**config.mk**
```make
export PLATFORM = sky130hd
export DESIGN_NAME = r2fft_ctrl
export DESIGN_NICKNAME = d
export VERILOG_FILES = /design/src/rtl/r2fft_pkg.sv /design/src/rtl/r2fft_ctrl.sv
export SDC_FILE = /design/constraint.sdc
export NUM_CORES = 1
export LEC_CHECK = 0
export BUFFER_PORTS_ARGS = -buffer_cell sky130_fd_sc_hd__clkbuf_2
export CAP_MARGIN = 20
export CELL_PAD_IN_SITES_DETAIL_PLACEMENT = 0
export CELL_PAD_IN_SITES_GLOBAL_PLACEMENT = 2
export CORE_ASPECT_RATIO = 1.2
export CORE_MARGIN = 10
export CORE_UTILIZATION = 39
export CTS_BUF_LIST = sky130_fd_sc_hd__clkbuf_8 sky130_fd_sc_hd__clkbuf_16
export CTS_CLUSTER_SIZE = 16
export DETAILED_ROUTE_END_ITERATION = 12
export PLACE_DENSITY = 0.91
export SYNTH_ARGS = -nofsm -noshare
export SYNTH_HDL_FRONTEND = slang
export SYNTH_SLANG_ARGS = --single-unit
```
**constraint.sdc**
```tcl
create_clock -name i_clk -period 33.2 [get_ports i_clk]
set_clock_uncertainty 0.2 [all_clocks]
set_input_delay 6.64 -clock i_clk [delete_from_list [all_inputs] [get_ports i_clk]]
set_output_delay 6.64 -clock i_clk [all_outputs]
set_load 0.05 [all_outputs]
```
**src/rtl/r2fft_pkg.sv**
```systemverilog
// ----------------------------------------------------------------------------
// r2fft_pkg: shared types and constants for the radix-2 FFT
// Twiddle table, saturation, controller states and the controller/datapath command struct.
// ----------------------------------------------------------------------------
package r2fft_pkg;

    localparam int unsigned DataW = 24;
    localparam int unsigned InW   = 16;
    localparam int unsigned TwW   = 17;
    localparam int unsigned MaxLg = 6;
    localparam int unsigned AddrW = 6;

    typedef enum logic [2:0] {
        ST_LOAD,
        ST_BF_RD,
        ST_BF_MUL,
        ST_BF_WR,
        ST_DIV,
        ST_OUT
    } t_state;

    // Command from controller to datapath
    typedef struct packed {
        logic             load_we;
        logic [AddrW-1:0] load_addr;
        logic [AddrW-1:0] addr_a;
        logic [AddrW-1:0] addr_b;
        logic             zero_a;
        logic             zero_b;
        logic [4:0]       tw_idx;
        logic             do_mul;
        logic             do_wr;
        logic             do_div;
        logic [2:0]       lg;
        logic             rd_out;
    } t_cmd;

    // cos(pi*k/32) * 32768, rounded, k = 0..16
    function automatic logic signed [TwW-1:0] quarter_cos(input logic [4:0] k);
        logic signed [TwW-1:0] v;
        case (k)
            5'd0:  v = 17'sd32768;
            5'd1:  v = 17'sd32610;
            5'd2:  v = 17'sd32138;
            5'd3:  v = 17'sd31357;
            5'd4:  v = 17'sd30274;
            5'd5:  v = 17'sd28899;
            5'd6:  v = 17'sd27246;
            5'd7:  v = 17'sd25330;
            5'd8:  v = 17'sd23170;
            5'd9:  v = 17'sd20788;
            5'd10: v = 17'sd18205;
            5'd11: v = 17'sd15447;
            5'd12: v = 17'sd12540;
            5'd13: v = 17'sd9512;
            5'd14: v = 17'sd6393;
            5'd15: v = 17'sd3212;
            default: v = 17'sd0;
        endcase
        return v;
    endfunction

    // Saturate a wide sum to the data width
    function automatic logic signed [DataW-1:0] sat24(input logic signed [DataW+1:0] x);
        logic signed [DataW-1:0] v;
        if (x > 26'sd8388607) begin
            v = 24'sd8388607;
        end else if (x < -26'sd8388608) begin
            v = -24'sd8388608;
        end else begin
            v = x[DataW-1:0];
        end
        return v;
    endfunction

endpackage

```
**src/rtl/r2fft_ctrl.sv**
```systemverilog
// ----------------------------------------------------------------------------
// r2fft_ctrl: load, butterfly and unload sequencer
// Counts samples, schedules stages and drives the output register.
// ----------------------------------------------------------------------------
module r2fft_ctrl
    import r2fft_pkg::*;
(
    input  logic       i_clk,
    input  logic       i_rst_n,
    input  logic       i_inverse,
    input  logic       i_valid,
    input  logic       i_last,
    output logic       o_in_stall,
    input  logic       i_out_stall,
    output logic       o_out_valid,
    output logic [5:0] o_index,
    output logic       o_bin_last,
    output logic       o_trunc,
    output logic       o_cap,
    output t_cmd       o_cmd
);

    t_state     r_state, n_state;
    logic [6:0] r_cnt;
    logic       r_ovf;
    logic       r_trunc;
    logic [2:0] r_lg, r_stage;
    logic [6:0] r_j;
    logic [6:0] r_n;
    logic       w_acc, w_last_bf, w_free;
    logic [2:0] w_lg;
    logic [5:0] w_lo, w_hi, w_k;
    logic [6:0] w_half;
    logic [5:0] w_lo_p, w_hi_p, w_out_p;

    // Reverse the low lg bits of an address
    function automatic logic [5:0] bit_rev(input logic [5:0] x, input logic [2:0] lg);
        logic [5:0] v;
        v = '0;
        for (int b = 0; b < 6; b++) begin
            if (b < int'(lg)) begin
                v[lg - 3'd1 - 3'(b)] = x[b];
            end
        end
        return v;
    endfunction

    // Output register and input handshakes
    assign w_free = !o_out_valid || !i_out_stall;
    assign w_acc  = i_valid && !o_in_stall;

    // Size needed for the held count, counting the incoming sample
    always_comb begin
        logic [6:0] c;
        c = (r_cnt < 7'd64) ? r_cnt + 7'd1 : r_cnt;
        w_lg = 3'd0;
        for (int b = 0; b < 7; b++) begin
            if ((7'd1 << w_lg) < c) begin
                w_lg = w_lg + 3'd1;
            end
        end
    end

    // Butterfly addresses: stage s (half = 2^s), counter j; working slot p
    // lives at memory address bit_rev(p), so samples load in natural order
    always_comb begin
        w_half = 7'd1 << r_stage;
        w_k    = 6'(r_j) & 6'(w_half - 7'd1);
        w_lo   = 6'((r_j - 7'(w_k)) << 1) | w_k;
        w_hi   = w_lo | 6'(w_half);
        w_last_bf = (r_j == (r_n >> 1) - 7'd1);
        w_lo_p = bit_rev(w_lo, r_lg);
        w_hi_p = bit_rev(w_hi, r_lg);
        // Hold the read address of the waiting bin while the output is full
        w_out_p = w_free ? bit_rev(6'(r_j), r_lg) : bit_rev(6'(r_j - 7'd1), r_lg);
    end

    // Next state
    always_comb begin
        n_state = r_state;
        case (r_state)
            ST_LOAD:   if (w_acc && i_last) begin
                n_state = (w_lg == 3'd0) ? ST_OUT : ST_BF_RD;
            end
            ST_BF_RD:  n_state = ST_BF_MUL;
            ST_BF_MUL: n_state = ST_BF_WR;
            ST_BF_WR:  if (w_last_bf && r_stage == r_lg - 3'd1) begin
                n_state = (i_inverse) ? ST_DIV : ST_OUT;
            end else begin
                n_state = ST_BF_RD;
            end
            ST_DIV:    if (r_j == r_n) begin
                n_state = ST_OUT;
            end
            ST_OUT:    if (w_free && r_j == r_n) begin
                n_state = ST_LOAD;
            end
            default:   n_state = ST_LOAD;
        endcase
    end

    // Outputs to datapath; first stage reads slots past the held count as zero
    always_comb begin
        o_in_stall    = (r_state != ST_LOAD);
        o_cmd         = '0;
        o_cmd.lg      = r_lg;
        o_cmd.load_we = w_acc && (r_cnt < 7'd64);
        o_cmd.load_addr = r_cnt[5:0];
        o_cmd.tw_idx  = 5'(w_k << (3'd5 - r_stage));
        o_cap         = 1'b0;
        case (r_state)
            ST_BF_RD, ST_BF_MUL, ST_BF_WR: begin
                o_cmd.addr_a = w_lo_p;
                o_cmd.addr_b = w_hi_p;
                o_cmd.zero_a = (r_stage == 3'd0) && ({1'b0, w_lo_p} >= r_cnt);
                o_cmd.zero_b = (r_stage == 3'd0) && ({1'b0, w_hi_p} >= r_cnt);
                o_cmd.do_mul = (r_state == ST_BF_MUL);
                o_cmd.do_wr  = (r_state == ST_BF_WR);
            end
            ST_DIV: begin
                o_cmd.addr_a = r_j[5:0];
                o_cmd.addr_b = 6'(r_j - 7'd1);
                o_cmd.do_div = (r_j != 7'd0);
            end
            ST_OUT: begin
                o_cmd.addr_a = w_out_p;
                o_cap        = w_free;
            end
            default: ;
        endcase
    end

    // Sequencer registers
    always_ff @(posedge i_clk) begin
        if (!i_rst_n) begin
            r_state     <= ST_LOAD;
            r_cnt       <= '0;
            r_ovf       <= 1'b0;
            r_trunc     <= 1'b0;
            r_lg        <= '0;
            r_stage     <= '0;
            r_j         <= '0;
            r_n         <= '0;
            o_out_valid <= 1'b0;
            o_index     <= '0;
            o_bin_last  <= 1'b0;
            o_trunc     <= 1'b0;
        end else begin
            r_state <= n_state;
            if (o_out_valid && !i_out_stall) begin
                o_out_valid <= 1'b0;
            end
            case (r_state)
                ST_LOAD: if (w_acc) begin
                    if (r_cnt < 7'd64) begin
                        r_cnt <= r_cnt + 7'd1;
                    end else begin
                        r_ovf <= 1'b1;
                    end
                    if (i_last) begin
                        r_lg    <= w_lg;
                        r_n     <= 7'd1 << w_lg;
                        r_stage <= '0;
                        r_j     <= '0;
                        r_trunc <= r_ovf || (r_cnt == 7'd64);
                    end
                end
                ST_BF_WR: begin
                    if (w_last_bf) begin
                        r_j     <= '0;
                        r_stage <= r_stage + 3'd1;
                    end else begin
                        r_j <= r_j + 7'd1;
                    end
                end
                ST_DIV: r_j <= (r_j == r_n) ? 7'd0 : r_j + 7'd1;
                ST_OUT: if (w_free) begin
                    if (r_j == r_n) begin
                        r_cnt <= '0;
                        r_ovf <= 1'b0;
                        r_j   <= '0;
                    end else begin
                        r_j <= r_j + 7'd1;
                    end
                    if (r_j != 7'd0) begin
                        o_out_valid <= 1'b1;
                        o_index     <= 6'(r_j - 7'd1);
                        o_bin_last  <= (r_j == r_n);
                        o_trunc     <= r_trunc;
                    end
                end
                default: ;
            endcase
        end
    end

endmodule

```
# ---- Word-level counts from Yosys, hierarchy flattened
# Cells that the tools add are included.
dict set report word_totals {
  register_bits 41
  inputBits 6
  wordCells 230
}
dict set report classes {
  add_sub_neg 20
  magnitude_cmp 28
  eq_ne 18
  n_shift 9
  muxes 101
  bitwise_logic 7
  n_reduce_logical 35
}
# cell n
set op_table {}
lappend op_table {{$mux 6} 25}
lappend op_table {{$bwmux 6} 20}
lappend op_table {{$mux 7} 9}
lappend op_table {{$shl 1x3->7 const A} 7}
lappend op_table {{$lt 7x7->1} 6}
lappend op_table {{$mux 3} 14}
lappend op_table {{$and 6x6->6} 5}
lappend op_table {{$pmux 7 s4} 1}
lappend op_table {{$lt 3x4->1 const B} 6}
lappend op_table {{$add 3x1->3 const B} 7}
lappend op_table {{$demux 1 s3} 6}
lappend op_table {{$ge 3x1->1 const B} 6}
lappend op_table {{$mux 1} 18}
lappend op_table {{$ne 2x2->1 const B} 9}
lappend op_table {{$pmux 3 s6} 1}
lappend op_table {{$pmux 6 s3} 1}
lappend op_table {{$add 7x1->7 const B} 2}
lappend op_table {{$eq 7x7->1} 2}
lappend op_table {{$ge 6x7->1} 2}
lappend op_table {{$logic_and 1x1->1} 14}
lappend op_table {{$pmux 7 s2} 1}
lappend op_table {{$or 6x6->6} 2}
lappend op_table {{$pmux 6 s2} 1}
lappend op_table {{$reduce_and 4->1} 3}
lappend op_table {{32 further kinds} 50}

# ---- Longest topological paths before layout
# Gate-level depths: netlist (run 1).
dict set report logic_depth {
  ltp_word 26
  ltp_mapped 60
}

# ---- Worst setup path before layout (run 1)
# No wires, ideal clock.
dict set report synth_timing {
  path_type {input to output}
  start {input port i_out_stall}
  end {output port o_cmd[25] (netlist bit)}
  t_arrival_ns 7.962
  t_required_ns 26.360
  setup_slack_ns 18.398
  path_stages 6
  path_buffers 0
  path_cell_list {nand2_1 -> nand2_1 -> inv_1 -> o2111ai_1 -> nand2_1 -> a221o_1}
}
# element line_no
set synth_lines {}
lappend synth_lines {{start: declaration} r2fft_ctrl.sv:14} ;# input logic i_out_stall,
lappend synth_lines {{end: declaration} r2fft_ctrl.sv:20} ;# output t_cmd o_cmd

==> impl_metrics.ini, run 1 <==
[run_status]
outcome = complete, no violations

[setup_path]
crit_family = simple AND/OR/NAND/NOR gates
start_kind = input pin
path_cells = clkbuf_2 -> nand2_1 -> nor2_1 -> o21ai_0 -> nand2_1 -> a221o_1 -> clkbuf_2
crit_type = in -> out
crit_required_ns = 26.36
max_stage_delay_ns = 0.54
path_buf_inv = 2
crit_path_max_fanout = 7
cpMaxStageDelayCell = nor2_1
cp-end-kind = output pin
cp_data_arrival_time_ns = 8.16

[clocking]
cts_root_buf = clkbuf_16
clock_latency_ns = 0.28
postCtsHoldBufs = 0
cts_resized = 0
path_clk_slew_ns = 0.06
cts_buffers = 5
postCtsSetupBuffers = 0
numClockSinks = 41
clockBufferDepth = 2
h-tree-depth = 2
cts_tree = yes

[synth]
synthSimpleGateAreaFrac_pct = 27.9
synth-edff-count = 0
synth_warnings = 0
yosys_register_bits = 41
synthMuxAreaShare_pct = 2.66
synth_flop_cell = dfxtp_1
synth_top_family_by_area = compound AO/OA/AOI/OAI gates
synth-xor-area-share_pct = 7.74
yosysSeqAreaShare_pct = 13.6
synth-adder-area-share_pct = 13.9
synthTopCellsByArea = ha_1 (14%), dfxtp_1 (14%), nand2_1 (5.2%)
synth_top_cell_area_share_pct = 13.9
yosysUniqueCellTypes = 78
syn_area_per_cell_um2 = 7.23
async_flop_share_pct = 0
syn-cell-area_mm2 = 0.00602
yosys.area.top_type = ha_1
synth_cells = 832
synth-compound-area-share_pct = 27.9
syn_nets = 905

[timing]
period_needed_ns = 15.00
drv_slew = 0
setup_violations = 0
finalSetupTns_ns = 0
clock.fmax_ghz = 0.0667
period_share_pct = 45.2
finalHoldViolCount = 0
max_slew_margin_pct = 33.1
grt_setup_unrepaired = no
tightestPinTransition_ns = 1.00
fin_ws_ns = 18.20

[route]
antenna_left = 0
dr.pass1.iters = 5
routed_wl_mm = 22.0
viasPerCell = 6.08
drc_errors = 0
vias = 6483
drt_iter0_drc = 676
wl_per_cell_um = 20.6

[grt]
grt_use_total_pct = 20.2
first_global_vias = 6348
grt_pass1_wl_mm = 34.4
grt_max_degree = 33
grt_overflow = 0
antenna_found_initial = 0

[cells_and_area]
ff_latch_area_um2 = 821
final_area_mm2 = 0.00662
fillers = 1599
drive_above_1_share_pct = 12.2
area_growth_pct = 9.98
final_nets = 934
n_antenna_cell = 0
multi_input_area_mm2 = 0.00483

[floorplanning]
initial_core_util_pct = 39.9
die_height_um = 156
rows = 49
pin_count = 50
die_area_mm2 = 0.0208
chipWidth_um = 133
core_mm2 = 0.0151

[placed_design]
place_hpwl_mm = 17.1
gp_congestion = 0.983
port_buffers = 48
post-place-ws_ns = 18.31
dpl_cell_area_mm2 = 0.00644

[flow_run]
max_cap_viol_count = 0

[min_path]
hold_path.class = reg -> reg
cells by family after synthesis:
logic type	after synthesis
DFF	41
other	2
buffers and inverters	89
muxes	13
xor gates and xnor gates	48
AOI/OAI and AO/OA	239
and+or+nand+nor	333
adders and majority gates	67
worst reg2reg max path: cells and delay by family, from the launching register on:
| family | cells | cell delay, ns |
|---|---|---|
| buf+inv | 3 | 0.26 |
| mux | 3 | 1.16 |
| flops | 1 | 0.57 |
| simple gates | 16 | 3.52 |
| fa+ha+maj | 10 | 2.87 |
| compound gates | 21 | 4.91 |
| xor+xnor | 1 | 0.23 |
metal layers:
metal / track usage (%) / wire length, um
met5: 0 / 0
met1: 23.1 / 8860
met4: 8.10 / 815
met3: 3.06 / 1280
met2: 36.5 / 11000
final timing paths:
kind | start | endpoint | slack [ns] | cells after the start
setup / recovery | i_out_stall | o_cmd[25] | 18.20 | 7
hold / removal | r_trunc$_SDFFE_PN0P_ | r_trunc$_SDFFE_PN0P_ | 0.29 | 2
setup reg to reg | r_cnt[0]$_SDFFE_PN0P_ | r_n[5]$_SDFFE_PN0P_ | 19.36 | 54
hold reg to reg | r_trunc$_SDFFE_PN0P_ | r_trunc$_SDFFE_PN0P_ | 0.29 | 2
layout by cell type, fill, tap and decap left out, types with 8 or more instances in the layout:
| master | count |
|---|---|
| nor2_1 | 73 |
| o21ai_0 | 44 |
| xor2_1 | 14 |
| nand3_1 | 20 |
| and2_1 | 17 |
| or3_1 | 10 |
| inv_1 | 41 |
| nand2b_1 | 15 |
| nand2_1 | 83 |
| a21oi_1 | 54 |
| nor3_1 | 38 |
| nand4_1 | 12 |
| clkbuf_2 | 49 |
| buf_4 | 16 |
| a31oi_1 | 13 |
| o22ai_1 | 9 |
| nor2b_1 | 21 |
| ha_1 | 67 |
| and3_1 | 9 |
| xnor2_1 | 31 |
| a222oi_1 | 8 |
| o221ai_1 | 11 |
| dfxtp_1 | 41 |
| a21o_1 | 10 |
cells in the mapped netlist (4+ instances only):
master	count
nand2_1	83
nor2_1	73
ha_1	67
a21oi_1	54
o21ai_0	44
dfxtp_1	41
inv_1	40
nor3_1	38
xnor2_1	31
clkbuf_1	29
nor2b_1	21
nand3_1	20
and2_1	17
nand2b_1	15
xor2_1	14
a31oi_1	13
nand4_1	12
o221ai_1	11
a21o_1	10
or3_1	10
and3_1	9
o22ai_1	9
a222oi_1	8
a22oi_1	7
buf_4	7
mux2i_1	7
o21a_1	7
a21boi_0	6
nor3b_1	6
nor4_1	6
o211a_1	6
o211ai_1	6
or2_2	6
a221oi_1	5
o31ai_1	5
a2111oi_0	4
a221o_1	4
a32oi_1	4
buf_2	4
mux2_2	4
nand3b_1	4
o21ai_1	4
registers in the layout, summed over array words and instances, names as in the netlist:
signal	cells
r_trunc	1
o_trunc	1
r_state	3
r_stage	3
o_bin_last	1
r_n	7
r_cnt	7
r_j	7
o_index	6
r_ovf	1
r_lg	3
o_out_valid	1
per-stage QoR:
step	instances	util, %	hold slack (ns)
2_1_floorplan	832	-	0.241
3_3_place_gp	1057	42.7	0.257
3_5_place_dp	1057	42.7	0.284
4_1_cts	1065	43.8	0.292
5_1_grt	1066	43.9	0.328
6_report	1066	43.9	0.289
layout make-up:
class,count,share of cell area (%)
multi-input cells,702,73.0
flip-flops and latches,41,12.4
repair buffers,65,5.52
well taps,204,3.86
inverters,46,2.61
clock buffers,6,2.10
clock inverters,2,0.510
Power of run 1 is left out: the tool's default activity adds up to more than one toggle a clock period on the data nets, which glitch-free logic cannot reach.
==> inputs of run 2 (changes only) <==
Settings changed: ABC_AREA set to 1, CORE_UTILIZATION 39 to 30, PLACE_DENSITY 0.91 to 0.8.
Clock period 33.2 ns to 12.45 ns, I/O delays scaled along.
==> impl_metrics.ini, run 2 <==
[placed_design]
dp_cells = 1227
dpl_cell_area_mm2 = 0.00621
gp_congestion = 0.920
place_hpwl_mm = 17.5
port_buffers = 48

[route]
top_layer_used = met4
dr_wl_met2_mm = 10.6
routed_wl_mm = 22.0
wl_per_cell_um = 17.8
drt-met1-wl_mm = 9.58
dr_wl_met3_mm = 1.03
vias = 6308
drt_iter0_drc = 485
viasPerCell = 5.11
dr.pass1.iters = 6
antenna_left = 0
drc_errors = 0

[timing]
finalSetupTns_ns = 0
setup_violations = 0
max_slew_margin_pct = 38.3
grt_setup_unrepaired = no
clock.fmax_ghz = 0.0989
period_share_pct = 81.3
period_needed_ns = 10.12
tightestPinTransition_ns = 0.918
finalHoldViolCount = 0
drv_slew = 0

[floorplanning]
pin_count = 50
initial_core_util_pct = 30.6
chipWidth_um = 146
die_height_um = 172
die_area_mm2 = 0.0252
core_mm2 = 0.0189
rows = 55

[clocking]
path_clk_slew_ns = 0.07
postCtsHoldBufs = 0
h-tree-depth = 2
cts_tree = yes
numClockSinks = 41
cts_resized = 0
clockBufferDepth = 2
postCtsSetupBuffers = 0
clock_latency_ns = 0.31
cts_buffers = 5
cts_root_buf = clkbuf_16

[synth]
yosysUniqueCellTypes = 45
syn_area_per_cell_um2 = 6.09
synth_cells = 946
synthTopCellsByArea = ha_1 (15%), dfxtp_1 (14%), nand2_1 (11%)
synthTopCellsByCount = nand2_1 (171), inv_1 (141), nor2_1 (125), o21ai_0 (75), ha_1 (67)
synth-edff-count = 0
synth_warnings = 0
yosysMostFrequentCell = nand2_1
synth_flop_cell = dfxtp_1
yosys_register_bits = 41
async_flop_share_pct = 0
syn_nets = 1019
yosys.area.top_type = ha_1
yosysSeqAreaShare_pct = 14.2
syn-cell-area_mm2 = 0.00576
synth_top_cell_area_share_pct = 14.6

[cells_and_area]
final_nets = 1051
final_area_mm2 = 0.00635
fin_util_pct = 33.7
area_growth_pct = 10.3
drive_above_1_share_pct = 10.8
top_regs = r_cnt x7, r_j x7, r_n x7
final_cell_mix = nand2_1 (171), inv_1 (142), nor2_1 (125)
n_antenna_cell = 0
layout_commonest_cell = nand2_1
fin_cells = 1235
fillers = 2174

[setup_path]
cpMaxStageDelayCell = a211oi_1
crit_path_max_fanout = 6
max_stage_delay_ns = 0.45
cp_data_arrival_time_ns = 10.13
crit_required_ns = 12.47
crit_type = reg -> reg
cp-end-kind = register
start_kind = register
worst_path_most_repeated_cell = nand2_1

[grt]
antenna_found_initial = 0
first_global_vias = 6113
grt_pass1_wl_mm = 34.6
grt_use_total_pct = 17.2
grt_overflow = 0
grt_max_degree = 23

[run_status]
outcome = complete, no violations

[min_path]
hold_path.class = reg -> reg

[flow_run]
max_cap_viol_count = 0
-- run 2: changes by cell type in the layout (fill, tap and decap cells not counted), moves of 22 or more --
cell | previous run | this run
o21ai_0 | 44 | 75
xnor2_1 | 31 | 8
nand2_1 | 83 | 171
nand2_2 | 1 | 23
inv_1 | 41 | 142
nor2_1 | 73 | 125
-- run 2: through the flow --
step	setup WS, ns	hold slack [ns]
after global placement	2.38	0.251
after CTS	2.31	0.266
after floorplan	3.49	0.236
final	2.33	0.267
after detailed placement	2.38	0.258
after global routing	1.20	0.293
-- run 2: cell families after synthesis --
group	share of synthesized area [%]
simple gates	29.8
compound gates	23.7
buf+inv	12.4
fa+ha+maj	14.6
flops	14.2
xor+xnor	5.17
other cells	0.130
-- run 2: path summary, 6_finish.rpt --
| path | from | endpoint | slack, ns | cells after the start |
|---|---|---|---|---|
| max reg2reg | r_cnt[0]$_SDFFE_PN0P_ | r_state[2]$_SDFFE_PN0P_ | 2.33 | 70 |
| min reg2reg | r_ovf$_SDFFE_PN0P_ | r_ovf$_SDFFE_PN0P_ | 0.27 | 2 |
| min | r_ovf$_SDFFE_PN0P_ | r_ovf$_SDFFE_PN0P_ | 0.27 | 2 |
| max | r_cnt[0]$_SDFFE_PN0P_ | r_state[2]$_SDFFE_PN0P_ | 2.33 | 70 |
-- run 2: final cells by class --
type / count / area (um2) / area share (%)
clock inverter: 3 / 13.8 / 0.217
clock buffer: 5 / 125 / 1.97
inverter: 155 / 582 / 9.16
tap: 256 / 320 / 5.04
timing repair buffer: 51 / 263 / 4.14
sequential: 41 / 821 / 12.9
multi-input combinational: 724 / 4230 / 66.5
-- run 2: critical path: cells and delay by family, from the launching register on --
| family | cells | cell delay, ns |
|---|---|---|
| simple gates | 40 | 3.61 |
| flops | 1 | 0.39 |
| buf+inv | 11 | 0.76 |
| fa+ha+maj | 12 | 2.98 |
| compound gates | 7 | 2.13 |
-- run 2: layer usage --
metal / up-vias / track usage [%]
met5: - / 0
met4: 0 / 6.36
met3: 36 / 2.13
met2: 187 / 30.6
met1: 2882 / 20.8
li1: 3203 / -
Power of run 2 is left out for the same reason.
